## src/rtl/lcdws_pkg.sv

```systemverilog
// Shared types, codes and timing constants for the character LCD write sequencer.
package lcdws_pkg;

   localparam int REQ_DATA_W = 104;
   localparam int RSP_DATA_W = 32;
   localparam int HOLD_W     = 15;

   localparam logic [2:0] FUNC_CMD   = 3'd0;
   localparam logic [2:0] FUNC_DATA  = 3'd1;
   localparam logic [2:0] FUNC_GOTO  = 3'd2;
   localparam logic [2:0] FUNC_CLEAR = 3'd3;
   localparam logic [2:0] FUNC_INIT  = 3'd4;
   localparam logic [2:0] FUNC_GLYPH = 3'd5;

   localparam logic MODE_BYTE   = 1'b0;
   localparam logic MODE_NIBBLE = 1'b1;

   localparam logic [7:0] LCD_LINE0     = 8'h80;
   localparam logic [7:0] LCD_LINE1     = 8'hC0;
   localparam logic [7:0] LCD_CGRAM     = 8'h40;
   localparam logic [7:0] LCD_FUNC8     = 8'h38;
   localparam logic [7:0] LCD_FUNC4     = 8'h28;
   localparam logic [7:0] LCD_DISP_ON   = 8'h0C;
   localparam logic [7:0] LCD_ENTRY     = 8'h06;
   localparam logic [7:0] LCD_CLEAR     = 8'h01;
   localparam logic [7:0] LCD_HOME      = 8'h02;
   localparam logic [7:0] NIBBLE_MASK   = 8'hF0;

   localparam logic [HOLD_W-1:0] HOLD_STROBE    = 15'd1;
   localparam logic [HOLD_W-1:0] HOLD_CMD8      = 15'd3000;
   localparam logic [HOLD_W-1:0] HOLD_DATA8     = 15'd1000;
   localparam logic [HOLD_W-1:0] HOLD_NIB_HI    = 15'd200;
   localparam logic [HOLD_W-1:0] HOLD_NIB_LO    = 15'd2000;
   localparam logic [HOLD_W-1:0] HOLD_NIB_EXTRA = 15'd4000;
   localparam logic [HOLD_W-1:0] HOLD_POWER     = 15'd20000;

   typedef enum logic [3:0] {
      ST_IDLE  = 4'b0001,
      ST_START = 4'b0010,
      ST_POWER = 4'b0100,
      ST_STEP  = 4'b1000
   } ctl_state_type;

   typedef struct packed {
      logic       capture;
      logic       emit;
      logic       power;
      logic       last;
      logic [3:0] xfer_idx;
      logic [1:0] step_idx;
   } ctl_cmd_type;

   typedef struct packed {
      logic [3:0] xfer_count;
      logic       power;
      logic       mode;
      logic       out_free;
   } ctl_status_type;

   // Power-up byte list, one entry per transfer.
   function automatic logic [7:0] init_byte(input logic mode, input logic [2:0] idx);
      logic [7:0] b;
      b = LCD_LINE0;
      case (idx)
         3'd0:    b = (mode == MODE_NIBBLE) ? LCD_HOME : LCD_FUNC8;
         3'd1:    b = (mode == MODE_NIBBLE) ? LCD_FUNC4 : LCD_DISP_ON;
         3'd2:    b = (mode == MODE_NIBBLE) ? LCD_DISP_ON : LCD_ENTRY;
         3'd3:    b = (mode == MODE_NIBBLE) ? LCD_ENTRY : LCD_CLEAR;
         3'd4:    b = (mode == MODE_NIBBLE) ? LCD_CLEAR : LCD_LINE0;
         default: b = LCD_LINE0;
      endcase
      return b;
   endfunction

endpackage

```

## src/rtl/lcdws_datapath.sv

```systemverilog
// Request capture, byte selection, pin-step formation and output register.
module lcdws_datapath
   import lcdws_pkg::*;
(
   input  logic                  clock,
   input  logic                  reset,
   input  logic [REQ_DATA_W-1:0] req_tdata,
   input  logic                  csr_valid,
   output logic                  csr_ready,
   input  logic                  csr_data,
   output logic                  rsp_tvalid,
   input  logic                  rsp_tready,
   output logic [RSP_DATA_W-1:0] rsp_tdata,
   output logic                  rsp_tlast,
   input  ctl_cmd_type           cmd,
   output ctl_status_type        status
);

   logic [2:0]  func_ff;
   logic [7:0]  value_ff;
   logic [7:0]  row_ff;
   logic [7:0]  column_ff;
   logic [7:0]  slot_ff;
   logic [63:0] glyph_ff;
   logic        mode_ff, mode_in;
   logic        valid_ff, valid_in;
   logic [7:0]  bus_ff, bus_in;
   logic        rs_ff, rs_in;
   logic        en_ff, en_in;
   logic [HOLD_W-1:0] hold_ff, hold_in;
   logic        last_ff, last_in;

   logic [7:0]  xfer_byte;
   logic        xfer_rs;
   logic [3:0]  xfer_m1;
   logic        pos_ok;
   logic        add_extra;

   assign csr_ready = 1'b1;

   always_comb begin
      mode_in = mode_ff;
      if (csr_valid && csr_ready) begin
         mode_in = csr_data;
      end
   end

   always_ff @(posedge clock) begin
      if (reset) begin
         mode_ff  <= MODE_BYTE;
         valid_ff <= 1'b0;
      end else begin
         mode_ff  <= mode_in;
         valid_ff <= valid_in;
      end
   end

   // Hold the request fields for the whole run.
   always_ff @(posedge clock) begin
      if (cmd.capture) begin
         func_ff   <= req_tdata[2:0];
         value_ff  <= req_tdata[10:3];
         row_ff    <= req_tdata[18:11];
         column_ff <= req_tdata[26:19];
         slot_ff   <= req_tdata[34:27];
         glyph_ff  <= req_tdata[98:35];
      end
   end

   assign pos_ok = (column_ff < 8'd16) && ((row_ff == 8'd0) || (row_ff == 8'd1));

   always_comb begin
      status.power    = (func_ff == FUNC_INIT);
      status.mode     = mode_ff;
      status.out_free = !valid_ff || rsp_tready;
      case (func_ff)
         FUNC_CMD, FUNC_DATA: status.xfer_count = 4'd1;
         FUNC_GOTO:           status.xfer_count = pos_ok ? 4'd1 : 4'd0;
         FUNC_CLEAR:          status.xfer_count = 4'd2;
         FUNC_INIT:           status.xfer_count = 4'd5;
         FUNC_GLYPH:          status.xfer_count = (slot_ff < 8'd8) ? 4'd9 : 4'd0;
         default:             status.xfer_count = 4'd0;
      endcase
   end

   assign xfer_m1 = cmd.xfer_idx - 4'd1;

   always_comb begin
      xfer_byte = value_ff;
      xfer_rs   = 1'b0;
      case (func_ff)
         FUNC_CMD:   xfer_byte = value_ff;
         FUNC_DATA: begin
            xfer_byte = value_ff;
            xfer_rs   = 1'b1;
         end
         FUNC_GOTO:  xfer_byte = (row_ff[0] ? LCD_LINE1 : LCD_LINE0) | {4'h0, column_ff[3:0]};
         FUNC_CLEAR: xfer_byte = (cmd.xfer_idx == 4'd0) ? LCD_CLEAR : LCD_LINE0;
         FUNC_INIT:  xfer_byte = init_byte(mode_ff, cmd.xfer_idx[2:0]);
         FUNC_GLYPH: begin
            if (cmd.xfer_idx == 4'd0) begin
               xfer_byte = LCD_CGRAM | {2'b00, slot_ff[2:0], 3'b000};
            end else begin
               xfer_byte = glyph_ff[{xfer_m1[2:0], 3'b000} +: 8];
               xfer_rs   = 1'b1;
            end
         end
         default:    xfer_byte = value_ff;
      endcase
   end

   // Clear and init stretch the settle after the final 0x01 in nibble mode.
   assign add_extra = ((func_ff == FUNC_CLEAR) && (cmd.xfer_idx == 4'd0)) ||
                      ((func_ff == FUNC_INIT) && (cmd.xfer_idx == 4'd4));

   always_comb begin
      valid_in = valid_ff;
      if (cmd.emit) begin
         valid_in = 1'b1;
      end else if (rsp_tready) begin
         valid_in = 1'b0;
      end

      bus_in  = bus_ff;
      rs_in   = rs_ff;
      en_in   = en_ff;
      hold_in = hold_ff;
      last_in = last_ff;
      if (cmd.emit) begin
         last_in = cmd.last;
         if (cmd.power) begin
            bus_in  = 8'h00;
            rs_in   = 1'b0;
            en_in   = 1'b0;
            hold_in = HOLD_POWER;
         end else begin
            rs_in = xfer_rs;
            en_in = !cmd.step_idx[0];
            if (mode_ff == MODE_NIBBLE) begin
               bus_in = cmd.step_idx[1] ? {xfer_byte[3:0], 4'h0} : (xfer_byte & NIBBLE_MASK);
            end else begin
               bus_in = xfer_byte;
            end
            if (!cmd.step_idx[0]) begin
               hold_in = HOLD_STROBE;
            end else if (mode_ff == MODE_BYTE) begin
               hold_in = xfer_rs ? HOLD_DATA8 : HOLD_CMD8;
            end else if (!cmd.step_idx[1]) begin
               hold_in = HOLD_NIB_HI;
            end else begin
               hold_in = add_extra ? HOLD_NIB_EXTRA : HOLD_NIB_LO;
            end
         end
      end
   end

   always_ff @(posedge clock) begin
      bus_ff  <= bus_in;
      rs_ff   <= rs_in;
      en_ff   <= en_in;
      hold_ff <= hold_in;
      last_ff <= last_in;
   end

   assign rsp_tvalid = valid_ff;
   assign rsp_tlast  = last_ff;
   assign rsp_tdata  = {6'b0, hold_ff, en_ff, 1'b0, rs_ff, bus_ff};

endmodule

```

## src/rtl/lcdws_controller.sv

```systemverilog
// Sequencer state machine: walks transfers and strobe steps of one request.
module lcdws_controller
   import lcdws_pkg::*;
(
   input  logic           clock,
   input  logic           reset,
   input  logic           req_tvalid,
   output logic           req_tready,
   input  ctl_status_type status,
   output ctl_cmd_type    cmd
);

   ctl_state_type state_ff, state_in;
   logic [3:0]    xfer_ff, xfer_in;
   logic [1:0]    step_ff, step_in;
   logic          final_step;
   logic          last_xfer;

   assign req_tready = (state_ff == ST_IDLE);
   assign final_step = (status.mode == MODE_NIBBLE) ? (step_ff == 2'd3) : (step_ff == 2'd1);
   assign last_xfer  = (xfer_ff == (status.xfer_count - 4'd1));

   always_comb begin
      state_in     = state_ff;
      xfer_in      = xfer_ff;
      step_in      = step_ff;
      cmd.capture  = 1'b0;
      cmd.emit     = 1'b0;
      cmd.power    = 1'b0;
      cmd.last     = 1'b0;
      cmd.xfer_idx = xfer_ff;
      cmd.step_idx = step_ff;
      case (state_ff)
         ST_IDLE: begin
            if (req_tvalid) begin
               cmd.capture = 1'b1;
               state_in    = ST_START;
            end
         end
         ST_START: begin
            xfer_in = 4'd0;
            step_in = 2'd0;
            if (status.xfer_count == 4'd0) begin
               state_in = ST_IDLE;
            end else if (status.power) begin
               state_in = ST_POWER;
            end else begin
               state_in = ST_STEP;
            end
         end
         ST_POWER: begin
            if (status.out_free) begin
               cmd.emit  = 1'b1;
               cmd.power = 1'b1;
               state_in  = ST_STEP;
            end
         end
         ST_STEP: begin
            if (status.out_free) begin
               cmd.emit = 1'b1;
               cmd.last = final_step && last_xfer;
               if (final_step) begin
                  step_in = 2'd0;
                  xfer_in = xfer_ff + 4'd1;
                  if (last_xfer) begin
                     state_in = ST_IDLE;
                  end
               end else begin
                  step_in = step_ff + 2'd1;
               end
            end
         end
         default: state_in = ST_IDLE;
      endcase
   end

   always_ff @(posedge clock) begin
      if (reset) begin
         state_ff <= ST_IDLE;
         xfer_ff  <= 4'd0;
         step_ff  <= 2'd0;
      end else begin
         state_ff <= state_in;
         xfer_ff  <= xfer_in;
         step_ff  <= step_in;
      end
   end

`ifndef SYNTHESIS
   a_emit_needs_room: assert property (@(posedge clock) disable iff (reset)
      cmd.emit |-> status.out_free)
      else $error("step emitted into a full output register");

   a_xfer_in_range: assert property (@(posedge clock) disable iff (reset)
      (state_ff == ST_STEP) |-> (xfer_ff < status.xfer_count))
      else $error("transfer index ran past the request's transfer count");

   a_last_ends_run: assert property (@(posedge clock) disable iff (reset)
      (cmd.emit && cmd.last) |=> (state_ff == ST_IDLE))
      else $error("final step emitted but sequencer did not return to idle");

   a_power_first: assert property (@(posedge clock) disable iff (reset)
      (cmd.emit && cmd.power) |=> (xfer_ff == 4'd0 && step_ff == 2'd0))
      else $error("power-on step not followed by the first transfer");
`endif

endmodule

```

## src/rtl/char_lcd_write_sequencer_top.sv

```systemverilog
// Top level of the character LCD write sequencer.
//
//  channel | dir | handshake               | payload
//  req     | in  | req_tvalid/req_tready   | req_tdata: func, value, row, column, slot, glyph
//  rsp     | out | rsp_tvalid/rsp_tready   | rsp_tdata: bus, rs, rw, en, hold_us; rsp_tlast
//  csr     | in  | csr_valid/csr_ready     | csr_data: bus_mode
//
// A request passes a capture state (ST_IDLE) and a decode state (ST_START), then emits one
// pin step per cycle while the output register drains, up to 36 steps for a nine-transfer
// glyph in nibble mode. Requests that produce no steps return to idle from the decode state.
// Reset clears the sequencer and sets bus_mode to eight-bit transfers.
// A stalled rsp beat holds the sequencer; no new request is taken until the run ends.
module char_lcd_write_sequencer_top
   import lcdws_pkg::*;
(
   input  logic                  clock,
   input  logic                  reset,
   input  logic                  req_tvalid,
   output logic                  req_tready,
   // func[2:0], value[10:3], row[18:11], column[26:19], slot[34:27], glyph[98:35]
   input  logic [REQ_DATA_W-1:0] req_tdata,
   output logic                  rsp_tvalid,
   input  logic                  rsp_tready,
   // bus[7:0], reg_select[8], read_write[9], enable[10], hold_us[25:11]
   output logic [RSP_DATA_W-1:0] rsp_tdata,
   output logic                  rsp_tlast,
   input  logic                  csr_valid,
   output logic                  csr_ready,
   input  logic                  csr_data
);

   ctl_cmd_type    cmd;
   ctl_status_type status;

   lcdws_controller u_controller (
      .clock      (clock),
      .reset      (reset),
      .req_tvalid (req_tvalid),
      .req_tready (req_tready),
      .status     (status),
      .cmd        (cmd)
   );

   lcdws_datapath u_datapath (
      .clock      (clock),
      .reset      (reset),
      .req_tdata  (req_tdata),
      .csr_valid  (csr_valid),
      .csr_ready  (csr_ready),
      .csr_data   (csr_data),
      .rsp_tvalid (rsp_tvalid),
      .rsp_tready (rsp_tready),
      .rsp_tdata  (rsp_tdata),
      .rsp_tlast  (rsp_tlast),
      .cmd        (cmd),
      .status     (status)
   );

endmodule

```

## config.mk

```make
export PLATFORM = sky130hd
export DESIGN_NAME = char_lcd_write_sequencer_top
export DESIGN_NICKNAME = d
export VERILOG_FILES = /design/src/rtl/lcdws_pkg.sv /design/src/rtl/lcdws_datapath.sv /design/src/rtl/lcdws_controller.sv /design/src/rtl/char_lcd_write_sequencer_top.sv
export SDC_FILE = /design/constraint.sdc
export NUM_CORES = 1
export LEC_CHECK = 0
export BUFFER_PORTS_ARGS = -buffer_cell sky130_fd_sc_hd__buf_2
export CORE_MARGIN = 4
export CORE_UTILIZATION = 57
export CTS_CLUSTER_SIZE = 24
export DETAILED_ROUTE_END_ITERATION = 16
export PLACE_DENSITY = 0.85
export SKIP_LAST_GASP = 1
export SYNTH_ARGS = -nofsm -noshare
export SYNTH_HDL_FRONTEND = slang
export SYNTH_SLANG_ARGS = --single-unit
export TNS_END_PERCENT = 30
```

## constraint.sdc

```tcl
create_clock -name clock -period 11.6 [get_ports clock]
set_input_delay 0.58 -clock clock [delete_from_list [all_inputs] [get_ports clock]]
set_output_delay 0.58 -clock clock [all_outputs]
set_load 0.01 [all_outputs]
```

==> metrics, run 1 <==
outcome complete, no violations; cell total after placement 641; first-pass GRT wire length 18.02 mm; Initial DRT Pass Iterations 5; multiplexer share of the synthesized area 8.136%; Synth Area in XOR/XNOR 0.9040%; Nets 648; post-synthesis adder-cell area fraction 2.368%; hold path start req_tdata[93]; Buffers on Ports 128; Sum Neg Setup Slack 0 ns; reg2reg path depth 8; CP Max Fanout 22; Placer Congestion 0.9346; total CTS buffers 17; die height 109.0 um; RSZ-0062 raised after global routing false; final setup fails 0; hold_buf cts 0; Synth cell types 57; Reg clk slew, reported paths 0.06 ns; core area 9864 sq um; WHS Endpoint u_datapath.glyph_ff[58]; Worst slew margin 51.36%; Final WS setup 8.407 ns; post-cts sizing count 0; r2r endpoint u_datapath.bus_ff[7]; CTS tree done; fin crit share 27.53%; share of layout cells above drive strength 1 34.44%; Crit. End Element register; crit path kind register to register; worst r2r src u_controller.xfer_ff[0]; Hold Violations, Final 0; Reg power frac 49.3%; number of clock sinks 132; switching share of total power 25.73%; most frequent cell after synthesis edfxtp_1; synth cell count leaders edfxtp_1, nor2_1, a21oi_1; Final Max Tran Viols 0; Synth Area in Simple Gates 10.55%; total grt overflow 0; Worst EP arrival 3.44 ns; Residual DRC 0; synthesis warning total 0; Clock Power Share 37.0%; postcts setup bufs 0; fin cells 673; Core Rows 36; antenna violations before repair 0; average wire per standard cell 17.45 um; hold path depth 1; largest family of logic cells by synthesized area simple AND/OR/NAND/NOR gates; vias in the first global route 3693; Netlist Area Pre-Place 5813 sq um; CP Launch Type register; IO Pins 146; min cycle time layout 3.193 ns; Synth Area in Compound Gates 7.167%; Psw 0.3475 mW; FF-to-FF setup slack 8.41 ns; largest net degree at the start of global routing 64; Area Growth Syn to Fin 20.75%; Clock Path Buffers 2; CP Data Required Time 11.84 ns; gr usage total 20.68%; WL final 11.75 mm; Clock Skews 0.006661 ns; Place WS 8.393 ns; Filler cells 653; Synth Register Bits 132; Synth Flop Type edfxtp_1; Hold Crit Class input port to register; number of enable flip-flop cells after synthesis 120; PD cells 192.4 nW/um^2; Die Area 11880 sq um; routed vias 3790; combinational power share 13.7%; CTS Root Cell clkbuf_8; vias per cell 5.632; part of the Yosys area used for sequential elements 66.12%; VDD IR max 0.0001534 V; Int Pwr 1.003 mW; Gate Count Post-Synth 403; Avg Cell Area, Syn 14.42 sq um; achievable frequency 313.2 MHz; Synth area leaders edfxtp_1, mux4_2, dfxtp_1; leading area contributor after synthesis edfxtp_1; # diodes 0; HPWL Detailed 8.121 mm; starting density of the core 58.93%; ys async rst share 0%; Worst-Skew Late Latency 0.52 ns; post-synth top area share 61.99%; DRT antenna net count 0; H-tree depth 4; worst slew pin tran 0.7296 ns; maxcap violations 0; Die X 109.0 um; Lkg Pwr 2.626 nW; DRT iter0 DRCs 252
## critical path: stages, from the launching register on
cell and delay (ns):
dfxtp_1 0.31, buf_4 0.35, inv_1 0.21, ha_1 0.81, mux4_2 0.41, mux2i_1 0.15, nor2_1 0.07, a2111oi_0 0.49
a211oi_1 0.09
## sequential cells by signal (all words and copies together) (netlist names), 3 cells and up
name,flops
u_datapath.row_ff,8
u_controller.xfer_ff,4
u_datapath.column_ff,8
u_controller.state_ff,4
u_datapath.bus_ff,8
u_datapath.glyph_ff,64
u_datapath.func_ff,3
u_datapath.hold_ff,11
u_datapath.slot_ff,8
u_datapath.value_ff,8
## routing by layer
metal	up-vias	share of wire (%)	GRT usage, %
met1	1819	40	26.28
met2	192	50	33.60
met5	-	0	0
li1	1761	-	-
met4	0	1.7	7.574
met3	18	9.1	6.454
## through the flow
stage	util [%]	cell area (sq um)	hold slack [ns]	power (mW)
2_1_floorplan	-	5851	0.5493	0.8031
3_3_place_gp	65.51	6462	0.5562	0.8446
3_5_place_dp	65.51	6462	0.5802	0.8577
4_1_cts	71.16	7019	0.2026	1.357
5_1_grt	71.16	7019	0.2052	1.406
6_report	71.16	7019	0.2290	1.350
## power by group through the flow
stage / clock [mW] / sequential, mW / combinational, mW
finish: 0.499 / 0.666 / 0.186
global route: 0.528 / 0.673 / 0.205
CTS: 0.506 / 0.665 / 0.186
detailed placement: 0 / 0.674 / 0.184
global placement: 0 / 0.667 / 0.178
floorplan: 0 / 0.662 / 0.141
## logic make-up (layout without fill, tap and decap cells)
family | after synthesis | after routing
and+or+nand+nor | 109 | 109
xor gates and xnor gates | 6 | 6
other | 2 | 12
adders and majority gates | 11 | 11
DFF | 132 | 132
buffers and inverters | 49 | 176
AOI/OAI and AO/OA | 67 | 67
muxes | 27 | 27
## worst max-delay path by stage
stage | start | to | slack, ns | cells after the start
after global routing | u_controller.xfer_ff[0] | u_datapath.bus_ff[7] | 8.16 | 8
after CTS | u_controller.xfer_ff[0] | u_datapath.bus_ff[7] | 8.37 | 8
final | u_controller.xfer_ff[0] | u_datapath.bus_ff[7] | 8.41 | 8
after floorplan | u_controller.state_ff[2] | u_datapath.column_ff[0] | 7.70 | 4
after detailed placement | u_controller.xfer_ff[0] | u_datapath.bus_ff[7] | 8.39 | 8
after global placement | u_controller.xfer_ff[0] | u_datapath.bus_ff[7] | 8.37 | 8
## cell type report
type                       count  area (sq um)  share of cell area, %
sequential                   132          3844                  54.76
timing repair buffer         131         663.1                  9.447
inverter                      13         48.80                 0.6952
multi-input combinational    232          1740                  24.80
tap                          133         166.4                  2.371
clock inverter                14         138.9                  1.979
clock buffer                  18         417.9                  5.954
## layout by cell type, fill, tap and decap left out, drive strengths merged, types with 3 or more instances in the layout
cell	n
mux4	16
mux2i	9
nor3	14
conb	12
nor2	31
xnor2	4
and2	4
o211ai	3
dfxtp	12
a21oi	20
a22oi	3
nand3	7
clkinv	7
nor2b	4
inv	13
a211oi	7
nand2b	6
ha	11
nor3b	5
nor4	5
o22ai	3
o21ai	18
nor4b	3
clkinvlp	5
clkbuf	18
nand2	18
buf	131
edfxtp	120
(Power assumes the default switching activity.)
==> run 2: changes to the inputs <==
--- a/config.mk
+++ b/config.mk
@@ -7,10 +7,10 @@
 export LEC_CHECK = 0
 export BUFFER_PORTS_ARGS = -buffer_cell sky130_fd_sc_hd__buf_2
 export CORE_MARGIN = 4
-export CORE_UTILIZATION = 57
+export CORE_UTILIZATION = 53
 export CTS_CLUSTER_SIZE = 24
 export DETAILED_ROUTE_END_ITERATION = 16
-export PLACE_DENSITY = 0.85
+export PLACE_DENSITY = 0.8
 export SKIP_LAST_GASP = 1
 export SYNTH_ARGS = -nofsm -noshare
 export SYNTH_HDL_FRONTEND = slang
==> constraint.sdc (replaced) <==
create_clock -name clock -period 3.35 [get_ports clock]
set_input_delay 0.1675 -clock clock [delete_from_list [all_inputs] [get_ports clock]]
set_output_delay 0.1675 -clock clock [all_outputs]
set_load 0.01 [all_outputs]
==> run 2 against run 1 <==
Cell count is 17% higher. Sequential power rose to 3.5 times the previous value. Power grew to 3.6 times the previous value. Combinational power grew to 4.2 times the previous value. Via count up 15%. Die area grew 7.0%.
==> metrics, run 2 (same netlist as run 1, synthesis figures left out) <==
first-pass GRT wire length 23.94 mm; Worst-Skew Late Latency 0.53 ns; Int Pwr 3.585 mW; largest stage delay on the critical path 0.49 ns; Die Area 12710 sq um; CP Data Required Time 3.61 ns; min cycle time layout 2.659 ns; met3 WL post-DR 1.329 mm; Worst EP arrival 2.92 ns; crit path kind register to register; FF-to-FF setup slack 0.69 ns; routed vias 4340; CP Cell Sequence inv_1, ha_1, buf_4, mux4_2, mux2i_1, a21oi_1, a211oi_1, a211oi_1; CTS Root Cell clkbuf_8; Reg power frac 47.3%; DRT iter0 DRCs 355; most frequent CP cell a211oi_1; worst slew pin tran 0.6533 ns; CP max-delay cell ha_1; antenna violations before repair 3; die height 112.7 um; Worst slew margin 56.39%; number of clock sinks 132; Final Max Tran Viols 0; vias per cell 5.529; core area 10510 sq um; Crit. End Element register; most common cell after layout, fill and taps aside buf_2; largest net degree at the start of global routing 56; r2r endpoint u_datapath.bus_ff[4]; Largest Register u_datapath.glyph_ff; HPWL Detailed 8.074 mm; outcome complete, no violations; combinational power share 15.9%; maxcap violations 0; Psw 1.315 mW; fin crit share 79.38%; Hold Crit Class input port to register; Clock Path Buffers 2; Residual DRC 0; Hold Violations, Final 0; Reg clk slew, reported paths 0.06 ns; CP Max Fanout 11; max reg flops 64; DRT antenna net count 0; Area Growth Syn to Fin 39.52%; Core Rows 37; CP Launch Type register; total grt overflow 0; CTS tree done; Setup crit end u_datapath.bus_ff[4]; Sum Neg Setup Slack 0 ns; Clock Skews 0.008941 ns; worst r2r src u_controller.xfer_ff[1]; Clock Power Share 36.8%; IO Pins 146; wl on met1 5.756 mm; share of layout cells above drive strength 1 29.26%; RSZ-0062 raised after global routing false; Place WS 0.6892 ns; metal2 WL 7.649 mm; WL final 15.37 mm; Tot Pwr 4.900 mW; Largest regs u_datapath.glyph_ff: 64 flops, u_datapath.hold_ff: 11 flops; Final WS setup 0.6908 ns; Initial DRT Pass Iterations 5; most frequent cells in the layout buf_2, edfxtp_1, dlygate4sd3_1; switching share of total power 26.83%; PD cells 604.2 nW/um^2; Top Layer Used met4; final setup fails 0; Die X 112.7 um; H-tree depth 4; post-cts sizing count 0; vias in the first global route 4522; VDD IR max 0.0004111 V; CP startpoint u_controller.xfer_ff[1]; gr usage total 25.01%; starting density of the core 55.32%; Lkg Pwr 3.100 nW; Buffers on Ports 128; total CTS buffers 17; reg2reg path depth 8; Placer Congestion 0.8734; fin area 8110 sq um; achievable frequency 376.0 MHz; Nets 754; Cell Area, Placed 6494 sq um; average wire per standard cell 19.58 um
run 2: cell types whose count changed in the layout (fill, tap and decap cells not counted), sizes merged:
cell,change
dlygate4sd3,+104
clkinvlp,-5
inv,+4
diode,+3
buf,+2
clkinv,+1
run 2: layout make-up:
type	count	area, sq um
Multi-Input combinational cell	232	1740
Antenna cell	3	7.507
Clock inverter	14	150.1
Timing Repair Buffer	237	1732
Tap cell	136	170.2
Sequential cell	132	3844
Clock buffer	18	417.9
Inverter	13	48.80
Fill cell	563	2399
run 2: critical path: cells and delay by family (launching register included):
kind,cells,cell delay (ns)
mux,2,0.55
compound gates,3,0.51
fa+ha+maj,1,0.49
flops,1,0.43
buf+inv,2,0.43
run 2: layer usage:
metal / track usage, % / up-vias
met2: 41.75 / 259
met4: 13.62 / 0
li1: - / 1976
met1: 28.90 / 2060
met5: 0 / -
met3: 7.647 / 45
run 2: through the flow:
stage | util, % | hold WS, ns | instances
after detailed placement | 61.79 | 0.3456 | 646
final | 77.18 | 0.1192 | 785
after global routing | 77.18 | 0.1503 | 785
after floorplan | - | 0.2664 | 413
after global placement | 61.79 | 0.3438 | 646
after CTS | 77.10 | 0.1039 | 782
run 2: repair_timing:
action                                 4_1_cts  5_1_grt
endpoints found under the hold margin      107        0
setup buffers                                0        0
hold buffers                               104        0
run 2: how the worst min path moves through the flow:
| stage | startpoint | slack (ns) | endpoint | cells after the start |
|---|---|---|---|---|
| after floorplan | req_tdata[19] | 0.27 | u_datapath.column_ff[0] | 0 |
| after global placement | req_tdata[69] | 0.34 | u_datapath.glyph_ff[34] | 1 |
| after detailed placement | req_tdata[45] | 0.35 | u_datapath.glyph_ff[10] | 1 |
| after CTS | req_tvalid | 0.10 | u_controller.state_ff[0] | 5 |
| after global routing | req_tvalid | 0.15 | u_controller.state_ff[1] | 3 |
| final | req_tvalid | 0.12 | u_controller.state_ff[0] | 5 |
run 2: power groups by stage:
stage / clock (mW) / combinational (mW) / sequential [mW]
after floorplan: 0 / 0.489 / 2.27
after global placement: 0 / 0.640 / 2.30
after detailed placement: 0 / 0.656 / 2.32
after CTS: 1.79 / 0.755 / 2.30
after global routing: 1.89 / 0.846 / 2.34
final: 1.80 / 0.780 / 2.32
